## src/rtl/arc_pkg.sv

```systemverilog
// ----------------------------------------------------------------------------
// arc_pkg
// Shared types, constants, calibration coefficients and the control store of
// the autorange resistance converter.
// ----------------------------------------------------------------------------
package arc_pkg;

  localparam int SENSOR_COUNT_DEF  = 14;
  localparam int MUX_POSITIONS_DEF = 7;

  localparam int SAMPLE_W   = 10;
  localparam int CHAN_W     = 4;
  localparam int RES_W      = 21;
  localparam int CODE_W     = 2;
  localparam int MUX_W      = 3;
  localparam int STEP_W     = 2;
  localparam int ACC_W      = 48;
  localparam int FRAC_W     = 24;
  localparam int PC_W       = 3;
  localparam int CIDX_W     = 2;

  localparam logic [SAMPLE_W-1:0] CUTOFF_RESET = 10'd150;
  localparam logic [STEP_W-1:0]   STEP_LAST    = 2'd2;

  localparam logic [CODE_W-1:0] CODE_550UA = 2'd0;
  localparam logic [CODE_W-1:0] CODE_55UA  = 2'd3;
  localparam logic [CODE_W-1:0] CODE_5UA5  = 2'd2;

  localparam logic [PC_W-1:0] PC_IDLE = 3'd0;
  localparam logic [PC_W-1:0] PC_LOAD = 3'd1;
  localparam logic [PC_W-1:0] PC_MAC1 = 3'd2;
  localparam logic [PC_W-1:0] PC_MAC2 = 3'd3;
  localparam logic [PC_W-1:0] PC_MAC3 = 3'd4;
  localparam logic [PC_W-1:0] PC_FIN  = 3'd5;

  typedef enum logic [1:0] {
    OP_IDLE,
    OP_LOAD,
    OP_MAC,
    OP_FIN
  } op_t;

  typedef struct packed {
    op_t               op;
    logic [CIDX_W-1:0] cidx;
    logic              br_quad;
    logic [PC_W-1:0]   br_tgt;
  } ucode_t;

  typedef struct packed {
    op_t               op;
    logic [CIDX_W-1:0] cidx;
    logic              idle;
    logic              fin_go;
  } seq_ctl_t;

  function automatic ucode_t ucode(input logic [PC_W-1:0] pc);
    ucode_t w;
    w = '{op: OP_IDLE, cidx: 2'd0, br_quad: 1'b0, br_tgt: PC_IDLE};
    unique case (pc)
      PC_IDLE: w = '{op: OP_IDLE, cidx: 2'd0, br_quad: 1'b0, br_tgt: PC_IDLE};
      PC_LOAD: w = '{op: OP_LOAD, cidx: 2'd0, br_quad: 1'b0, br_tgt: PC_IDLE};
      PC_MAC1: w = '{op: OP_MAC,  cidx: 2'd1, br_quad: 1'b0, br_tgt: PC_IDLE};
      PC_MAC2: w = '{op: OP_MAC,  cidx: 2'd2, br_quad: 1'b1, br_tgt: PC_FIN};
      PC_MAC3: w = '{op: OP_MAC,  cidx: 2'd3, br_quad: 1'b0, br_tgt: PC_IDLE};
      PC_FIN:  w = '{op: OP_FIN,  cidx: 2'd0, br_quad: 1'b0, br_tgt: PC_IDLE};
      default: w = '{op: OP_IDLE, cidx: 2'd0, br_quad: 1'b0, br_tgt: PC_IDLE};
    endcase
    return w;
  endfunction

  // current code sequence per range step
  function automatic logic [CODE_W-1:0] code_seq(input logic [STEP_W-1:0] step);
    logic [CODE_W-1:0] c;
    unique case (step)
      2'd0:    c = CODE_5UA5;
      2'd1:    c = CODE_55UA;
      2'd2:    c = CODE_550UA;
      default: c = CODE_5UA5;
    endcase
    return c;
  endfunction

  // q24 coefficients, highest power first
  function automatic logic signed [ACC_W-1:0] coef(input logic [CODE_W-1:0] code,
                                                    input logic [CIDX_W-1:0] idx);
    logic signed [ACC_W-1:0] c;
    c = '0;
    unique case (code)
      CODE_550UA: begin
        unique case (idx)
          2'd0:    c = 48'sd41943;
          2'd1:    c = 48'sd63451431;
          2'd2:    c = -48'sd14501386650;
          default: c = '0;
        endcase
      end
      CODE_55UA: begin
        unique case (idx)
          2'd0:    c = 48'sd156028;
          2'd1:    c = 48'sd802403910;
          2'd2:    c = 48'sd5064370422;
          default: c = '0;
        endcase
      end
      CODE_5UA5: begin
        unique case (idx)
          2'd0:    c = 48'sd8389;
          2'd1:    c = -48'sd8792939;
          2'd2:    c = 48'sd12022049669;
          default: c = -48'sd105334072934;
        endcase
      end
      default: c = '0;
    endcase
    return c;
  endfunction

endpackage

```

## src/rtl/arc_seq.sv

```systemverilog
// ----------------------------------------------------------------------------
// arc_seq
// Microcode sequencer: program counter over the control store, waits at the
// idle and finish words, skips the cubic term for quadratic ranges.
// ----------------------------------------------------------------------------
module arc_seq (
  input  logic               clk,
  input  logic               rst_n,
  input  logic               start,
  input  logic               cubic,
  input  logic               out_free,
  output arc_pkg::seq_ctl_t  ctl
);

  logic [arc_pkg::PC_W-1:0] pc_r;
  logic [arc_pkg::PC_W-1:0] pc_nxt;
  arc_pkg::ucode_t          word;

  assign word = arc_pkg::ucode(pc_r);

  always_comb begin
    pc_nxt = pc_r;
    unique case (word.op)
      arc_pkg::OP_IDLE: begin
        if (start) pc_nxt = pc_r + 3'd1;
      end
      arc_pkg::OP_FIN: begin
        if (out_free) pc_nxt = arc_pkg::PC_IDLE;
      end
      default: begin
        if (word.br_quad && !cubic) pc_nxt = word.br_tgt;
        else                        pc_nxt = pc_r + 3'd1;
      end
    endcase
  end

  always_ff @(posedge clk) begin
    if (!rst_n) begin
      pc_r <= arc_pkg::PC_IDLE;
    end else begin
      pc_r <= pc_nxt;
    end
  end

  always_comb begin
    ctl.op     = word.op;
    ctl.cidx   = word.cidx;
    ctl.idle   = (word.op == arc_pkg::OP_IDLE);
    ctl.fin_go = (word.op == arc_pkg::OP_FIN) && out_free;
  end

  pc_legal_a: assert property (@(posedge clk) disable iff (!rst_n)
    pc_r <= arc_pkg::PC_FIN)
    else $error("program counter beyond last word");

  start_load_a: assert property (@(posedge clk) disable iff (!rst_n)
    (ctl.idle && start) |=> (pc_r == arc_pkg::PC_LOAD))
    else $error("start did not enter load step");

endmodule

```

## src/rtl/arc_dp.sv

```systemverilog
// ----------------------------------------------------------------------------
// arc_dp
// Horner datapath: one multiply-accumulate per step on a q24 accumulator,
// then truncation toward zero and saturation to the result width.
// ----------------------------------------------------------------------------
module arc_dp (
  input  logic                               clk,
  input  arc_pkg::seq_ctl_t                  ctl,
  input  logic [arc_pkg::SAMPLE_W-1:0]       sample,
  input  logic [arc_pkg::CODE_W-1:0]         code,
  output logic signed [arc_pkg::RES_W-1:0]   resistance
);

  localparam int SHR_W = arc_pkg::ACC_W - arc_pkg::FRAC_W;
  localparam int PROD_W = arc_pkg::ACC_W + arc_pkg::SAMPLE_W + 1;

  logic signed [arc_pkg::ACC_W-1:0]    acc_r;
  logic signed [arc_pkg::ACC_W-1:0]    acc_nxt;
  logic signed [arc_pkg::ACC_W-1:0]    cf;
  logic signed [arc_pkg::SAMPLE_W:0]   xs;
  logic signed [PROD_W-1:0]            prod;
  logic signed [arc_pkg::ACC_W-1:0]    biased;
  logic signed [SHR_W-1:0]             quot;

  assign cf   = arc_pkg::coef(code, ctl.cidx);
  assign xs   = $signed({1'b0, sample});
  assign prod = acc_r * xs;

  always_comb begin
    acc_nxt = acc_r;
    unique case (ctl.op)
      arc_pkg::OP_LOAD: acc_nxt = cf;
      arc_pkg::OP_MAC:  acc_nxt = $signed(prod[arc_pkg::ACC_W-1:0]) + cf;
      default:          acc_nxt = acc_r;
    endcase
  end

  always_ff @(posedge clk) begin
    acc_r <= acc_nxt;
  end

  // round toward zero on the q24 shift
  assign biased = acc_r[arc_pkg::ACC_W-1]
                ? acc_r + $signed({{SHR_W{1'b0}}, {arc_pkg::FRAC_W{1'b1}}})
                : acc_r;
  assign quot   = biased[arc_pkg::ACC_W-1:arc_pkg::FRAC_W];

  always_comb begin
    if (quot > 24'sd1048575)       resistance = 21'sd1048575;
    else if (quot < -24'sd1048576) resistance = -21'sd1048576;
    else                           resistance = quot[arc_pkg::RES_W-1:0];
  end

endmodule

```

## src/rtl/autorange_resistance_converter_top.sv

```systemverilog
// ----------------------------------------------------------------------------
// autorange_resistance_converter_top
// Sensor scan and autorange control around a microcoded polynomial unit.
//
//   channel | ports                          | dir | beat
//   --------+--------------------------------+-----+---------------------
//   in      | in_valid, in_stall, in_adc_*   | in  | one adc sample
//   out     | out_valid, out_stall, out_*    | out | one result per sample
//   cfg     | cfg_wr_en, cfg_wr_data         | in  | cutoff threshold
//
// after the accept the unit runs one load step, one multiply-accumulate step
// per further coefficient and a finish step, which loads the result register.
// in_stall is high from accept until the result is loaded, so a new sample is
// not taken before the result of the last one is loaded.
// the result register holds while out_stall is high and the finish step waits
// for it. synchronous reset clears the scan state, cutoff is 150.
// ----------------------------------------------------------------------------
module autorange_resistance_converter_top #(
  parameter int SENSOR_COUNT  = arc_pkg::SENSOR_COUNT_DEF,
  parameter int MUX_POSITIONS = arc_pkg::MUX_POSITIONS_DEF
) (
  input  logic                              clk,
  input  logic                              rst_n,
  input  logic                              cfg_wr_en,
  input  logic [arc_pkg::SAMPLE_W-1:0]      cfg_wr_data,
  input  logic                              in_valid,
  output logic                              in_stall,
  input  logic [arc_pkg::SAMPLE_W-1:0]      in_adc_sample,
  output logic                              out_valid,
  input  logic                              out_stall,
  output logic                              out_result_valid,
  output logic [arc_pkg::CHAN_W-1:0]        out_result_channel,
  output logic signed [arc_pkg::RES_W-1:0]  out_resistance,
  output logic [arc_pkg::CODE_W-1:0]        out_range_code,
  output logic [arc_pkg::MUX_W-1:0]         out_next_mux_select,
  output logic                              out_next_adc_input,
  output logic [arc_pkg::CODE_W-1:0]        out_next_current_code
);

  logic [arc_pkg::SAMPLE_W-1:0] cutoff_r;
  logic [arc_pkg::CHAN_W-1:0]   sensor_r;
  logic [arc_pkg::MUX_W-1:0]    mux_r;
  logic                         bank_r;
  logic [arc_pkg::STEP_W-1:0]   range_step_r;

  logic [arc_pkg::SAMPLE_W-1:0] sample_r;
  logic [arc_pkg::CODE_W-1:0]   code_r;
  logic                         done_r;
  logic [arc_pkg::CHAN_W-1:0]   chan_r;

  logic                         out_valid_r;
  logic                         res_valid_r;
  logic [arc_pkg::CHAN_W-1:0]   res_chan_r;
  logic signed [arc_pkg::RES_W-1:0] res_r;
  logic [arc_pkg::CODE_W-1:0]   res_code_r;
  logic [arc_pkg::MUX_W-1:0]    nmux_r;
  logic                         nbank_r;
  logic [arc_pkg::CODE_W-1:0]   ncode_r;

  logic                         accept;
  logic                         out_free;
  logic [arc_pkg::STEP_W-1:0]   step;
  logic [arc_pkg::CODE_W-1:0]   code;
  logic                         done;
  logic                         sensor_wrap;
  logic                         mux_wrap;
  logic signed [arc_pkg::RES_W-1:0] dp_res;
  arc_pkg::seq_ctl_t            ctl;

  assign in_stall = !ctl.idle;
  assign accept   = in_valid && !in_stall;
  assign out_free = !out_valid_r || !out_stall;

  assign step = (range_step_r <= arc_pkg::STEP_LAST) ? range_step_r : '0;
  assign code = arc_pkg::code_seq(step);
  assign done = (in_adc_sample > cutoff_r) || (step == arc_pkg::STEP_LAST);

  assign sensor_wrap = ({1'b0, sensor_r} + 5'd1) >= 5'(SENSOR_COUNT);
  assign mux_wrap    = ({1'b0, mux_r} + 4'd1) == 4'(MUX_POSITIONS);

  always_ff @(posedge clk) begin
    if (!rst_n) begin
      cutoff_r <= arc_pkg::CUTOFF_RESET;
    end else if (cfg_wr_en) begin
      cutoff_r <= cfg_wr_data;
    end
  end

  // scan position and range step
  always_ff @(posedge clk) begin
    if (!rst_n) begin
      sensor_r     <= '0;
      mux_r        <= '0;
      bank_r       <= 1'b0;
      range_step_r <= '0;
    end else if (accept) begin
      if (done) begin
        range_step_r <= '0;
        if (sensor_wrap) begin
          sensor_r <= '0;
          mux_r    <= '0;
          bank_r   <= 1'b0;
        end else begin
          sensor_r <= sensor_r + 4'd1;
          if (mux_wrap) begin
            mux_r  <= '0;
            bank_r <= !bank_r;
          end else begin
            mux_r  <= mux_r + 3'd1;
          end
        end
      end else begin
        range_step_r <= step + 2'd1;
      end
    end
  end

  always_ff @(posedge clk) begin
    if (accept) begin
      sample_r <= in_adc_sample;
      code_r   <= code;
      done_r   <= done;
      chan_r   <= sensor_r;
    end
  end

  arc_seq u_seq (
    .clk      (clk),
    .rst_n    (rst_n),
    .start    (accept),
    .cubic    (code_r == arc_pkg::CODE_5UA5),
    .out_free (out_free),
    .ctl      (ctl)
  );

  arc_dp u_dp (
    .clk        (clk),
    .ctl        (ctl),
    .sample     (sample_r),
    .code       (code_r),
    .resistance (dp_res)
  );

  always_ff @(posedge clk) begin
    if (!rst_n) begin
      out_valid_r <= 1'b0;
    end else if (ctl.fin_go) begin
      out_valid_r <= 1'b1;
    end else if (!out_stall) begin
      out_valid_r <= 1'b0;
    end
  end

  always_ff @(posedge clk) begin
    if (ctl.fin_go) begin
      res_valid_r <= done_r;
      res_chan_r  <= done_r ? chan_r : '0;
      res_r       <= done_r ? dp_res : '0;
      res_code_r  <= done_r ? code_r : '0;
      nmux_r      <= mux_r;
      nbank_r     <= bank_r;
      ncode_r     <= arc_pkg::code_seq(range_step_r);
    end
  end

  assign out_valid             = out_valid_r;
  assign out_result_valid      = res_valid_r;
  assign out_result_channel    = res_chan_r;
  assign out_resistance        = res_r;
  assign out_range_code        = res_code_r;
  assign out_next_mux_select   = nmux_r;
  assign out_next_adc_input    = nbank_r;
  assign out_next_current_code = ncode_r;

  accept_blocks_a: assert property (@(posedge clk) disable iff (!rst_n)
    accept |=> in_stall)
    else $error("input taken while unit busy");

  step_legal_a: assert property (@(posedge clk) disable iff (!rst_n)
    range_step_r <= arc_pkg::STEP_LAST)
    else $error("range step beyond last code");

  sensor_legal_a: assert property (@(posedge clk) disable iff (!rst_n)
    {1'b0, sensor_r} < 5'(SENSOR_COUNT))
    else $error("sensor index beyond sensor count");

  idle_result_zero_a: assert property (@(posedge clk) disable iff (!rst_n)
    (out_valid && !out_result_valid) |->
      (out_resistance == '0 && out_result_channel == '0 && out_range_code == '0))
    else $error("incomplete sensor beat carries result data");

endmodule
```

## config.mk

```make
export PLATFORM = sky130hd
export DESIGN_NAME = autorange_resistance_converter_top
export DESIGN_NICKNAME = d
export VERILOG_FILES = /design/src/rtl/arc_pkg.sv /design/src/rtl/arc_seq.sv /design/src/rtl/arc_dp.sv /design/src/rtl/autorange_resistance_converter_top.sv
export SDC_FILE = /design/constraint.sdc
export NUM_CORES = 1
export LEC_CHECK = 0
export ABC_AREA = 1
export BUFFER_PORTS_ARGS = -buffer_cell sky130_fd_sc_hd__buf_2
export CORE_ASPECT_RATIO = 1.4
export CORE_MARGIN = 2
export CORE_UTILIZATION = 45
export CTS_CLUSTER_DIAMETER = 200
export CTS_CLUSTER_SIZE = 10
export DETAILED_ROUTE_END_ITERATION = 7
export GPL_TIMING_DRIVEN = 1
export PLACE_DENSITY = 0.69
export SLEW_MARGIN = 25
export SYNTH_ARGS = -nofsm -noshare
export SYNTH_HDL_FRONTEND = slang
export SYNTH_SLANG_ARGS = --single-unit
```

## constraint.sdc

```tcl
create_clock -name clk -period 8.3 [get_ports clk]
set_input_delay 2.075 -clock clk [delete_from_list [all_inputs] [get_ports clk]]
set_output_delay 2.075 -clock clk [all_outputs]
set_load 0.05 [all_outputs]
```

==> out/metrics.yaml <==
synth_nets: 3402
vias: 17994
diodes: 0
first_pass_iters: 6
cts.sinks: 123
yosys_warnings: 0
path_max_fanout: 9
viasPerCell: 5.14
drtIter0Drc: 1262
finalSetupViolations: 0
fp.dieH_um: 266
status: "complete, no violations"
drt-met1-wl_um: 24200
dp_hpwl_um: 49300
area_growth_syn_to_layout_pct: 6.20
place_area_um2: 22800
dr_wl_met3_um: 3180
drt_wl_total_um: 61600
synth.most_common_cell: "nand2_1"
timing.final.crit_share: 0.889
postSynthCellCount: 2869
highest_layer: "met4"
htree_levels: 4
cp-end-kind: "flop"
fin_skew_ns: 0.0165
cts_hold_buf: 0
design_area_um2: 23400
route.detailed.drc: 0
period_needed_ns: 7.38
antenna_found_initial: 0
ys_seq_area_frac: 0.156
clkTransAtPathRegs_ns: 0.07
numPortBuffers: 60
finalHoldViolations: 0
synthTopCellsByArea: "fa_1 34%, edfxtp_1 13%, nand2_1 13%, inv_1 12%, ha_1 7.7%"
slew_violations: 0
required_ns: 8.49
post-cts-setup-buffer-count: 0
clk_latency_ns: 0.45
tritoncts: "done"
start_kind: "flop"
slowest_stage: "inv_1"
cts_inserted_buffers: 17
wl_met2_um: 31600
grt_max_degree: 54
place.gp.congestion: 1.05
clockBufferDepth: 2
worst_slack_ns: 0.925
root_buffer: "clkbuf_16"
fmax_mhz: 136
worst_pin_slew_ns: 0.875
rows: 96
min_path_type: "reg2reg"
die-area_um2: 50900
syn_area_um2: 22100
ant_nets: 0
grt_pass1_wl_um: 100000
start_util: 0.453
cts_resized: 0
ys_types: 47
core_um2: 48800
crit_type: "reg2reg"
drv_cap: 0
yosysTopAreaCellShare: 0.337
drive_gt1_frac: 0.0506
max_slew_margin: 0.417
overflow: 0
async_flop_share: 0
track_usage: 0.256
grt_pass1_vias: 18829
final_core_util: 0.481
worst_path_largest_cell_delay_ns: 0.53
layout.nets: 3385
postSynthAreaPerCell_um2: 7.69
synth_flop_cell: "edfxtp_1"
boundaryPins: 61
synth_edf_count: 99
synth_top_cell_by_area: "fa_1"
die_w_um: 191
rsz0062_at_grt: "false"
wl_per_cell_um: 17.6
tns_ns: 0
synthTopCellsByCount: "783 x nand2_1, 699 x inv_1, 372 x fa_1"
dp_slack_ns: 1.03
ys_ff_latch: 123
crit_arrival_ns: 7.56
cp_common_cell: "inv_1"
nFillCells: 4822
cell families after synthesis:
family / count (synthesis) / share of synthesized area
simple gates: 1089 / 0.195
buf+inv: 817 / 0.142
fa+ha+maj: 508 / 0.415
flops: 123 / 0.156
xor+xnor: 53 / 0.0210
mux: 4 / 0.00181
compound gates: 275 / 0.0687
metrics by stage:
step           hold slack (ns)  cells
2_1_floorplan            0.424   2869
3_3_place_gp             0.446   3469
3_5_place_dp             0.438   3470
4_1_cts                  0.455   3502
5_1_grt                  0.479   3502
6_report                 0.454   3502
critical path: cells and delay by family (launching register included):
family                     cells  cell delay [ns]
adders and majority gates      7             2.45
buffers and inverters         14             1.95
and+or+nand+nor               13             1.86
AOI/OAI and AO/OA              2             0.47
DFF                            1             0.40
metal layers:
| layer | global-route usage | up-vias |
|---|---|---|
| li1 | - | 8455 |
| met5 | 0 | - |
| met3 | 0.0254 | 108 |
| met1 | 0.315 | 8856 |
| met2 | 0.455 | 575 |
| met4 | 0.107 | 0 |
cells in the final DEF (no fill, tap or decap), types with 6 or more instances in the layout:
master | netlist | layout
nand2_1 | 783 | 783
inv_1 | 699 | 699
fa_1 | 372 | 372
nor2_1 | 192 | 192
ha_1 | 136 | 135
a21oi_1 | 110 | 109
o21ai_0 | 106 | 106
edfxtp_1 | 99 | 99
nand3_1 | 61 | 61
buf_2 | 3 | 60
xnor2_1 | 30 | 30
dfxtp_1 | 24 | 24
xor2_1 | 23 | 23
buf_4 | 6 | 20
clkbuf_16 | 0 | 18
nor3_1 | 15 | 15
a31oi_1 | 12 | 12
nand4_1 | 10 | 10
o21bai_1 | 7 | 7
a21oi_2 | 7 | 7
o211ai_1 | 6 | 6
inv_6 | 0 | 6
flip-flops by register name (all words and copies together) (netlist names), 3 cells and up:
| register | cells |
|---|---|
| sensor_r | 4 |
| out_next_mux_select | 3 |
| cutoff_r | 10 |
| chan_r | 4 |
| out_resistance | 21 |
| sample_r | 10 |
| u_dp.acc_r | 48 |
| out_result_channel | 4 |
| mux_r | 3 |
| u_seq.pc_r | 3 |
final cells by class:
type	instances	area (µm²)	area share
clock buffers	18	450	0.0192
flip-flops and latches	123	3450	0.147
clock inverters	14	140	0.00598
repair buffers	81	478	0.0204
inverters	700	2630	0.112
multi-input cells	1929	15500	0.661
well taps	637	797	0.0340
worst paths after layout:
kind                 startpoint                 end  slack [ns]  cells after the start
hold reg to reg          bank_r  out_next_adc_input        0.45                      0
hold / removal           bank_r  out_next_adc_input        0.45                      0
setup / recovery  u_seq.pc_r[0]      u_dp.acc_r[43]        0.92                     36
setup reg to reg  u_seq.pc_r[0]      u_dp.acc_r[43]        0.92                     36
Power is left out: the tool's default activity adds up to more than one toggle a clock period on the data nets, which glitch-free logic cannot reach.
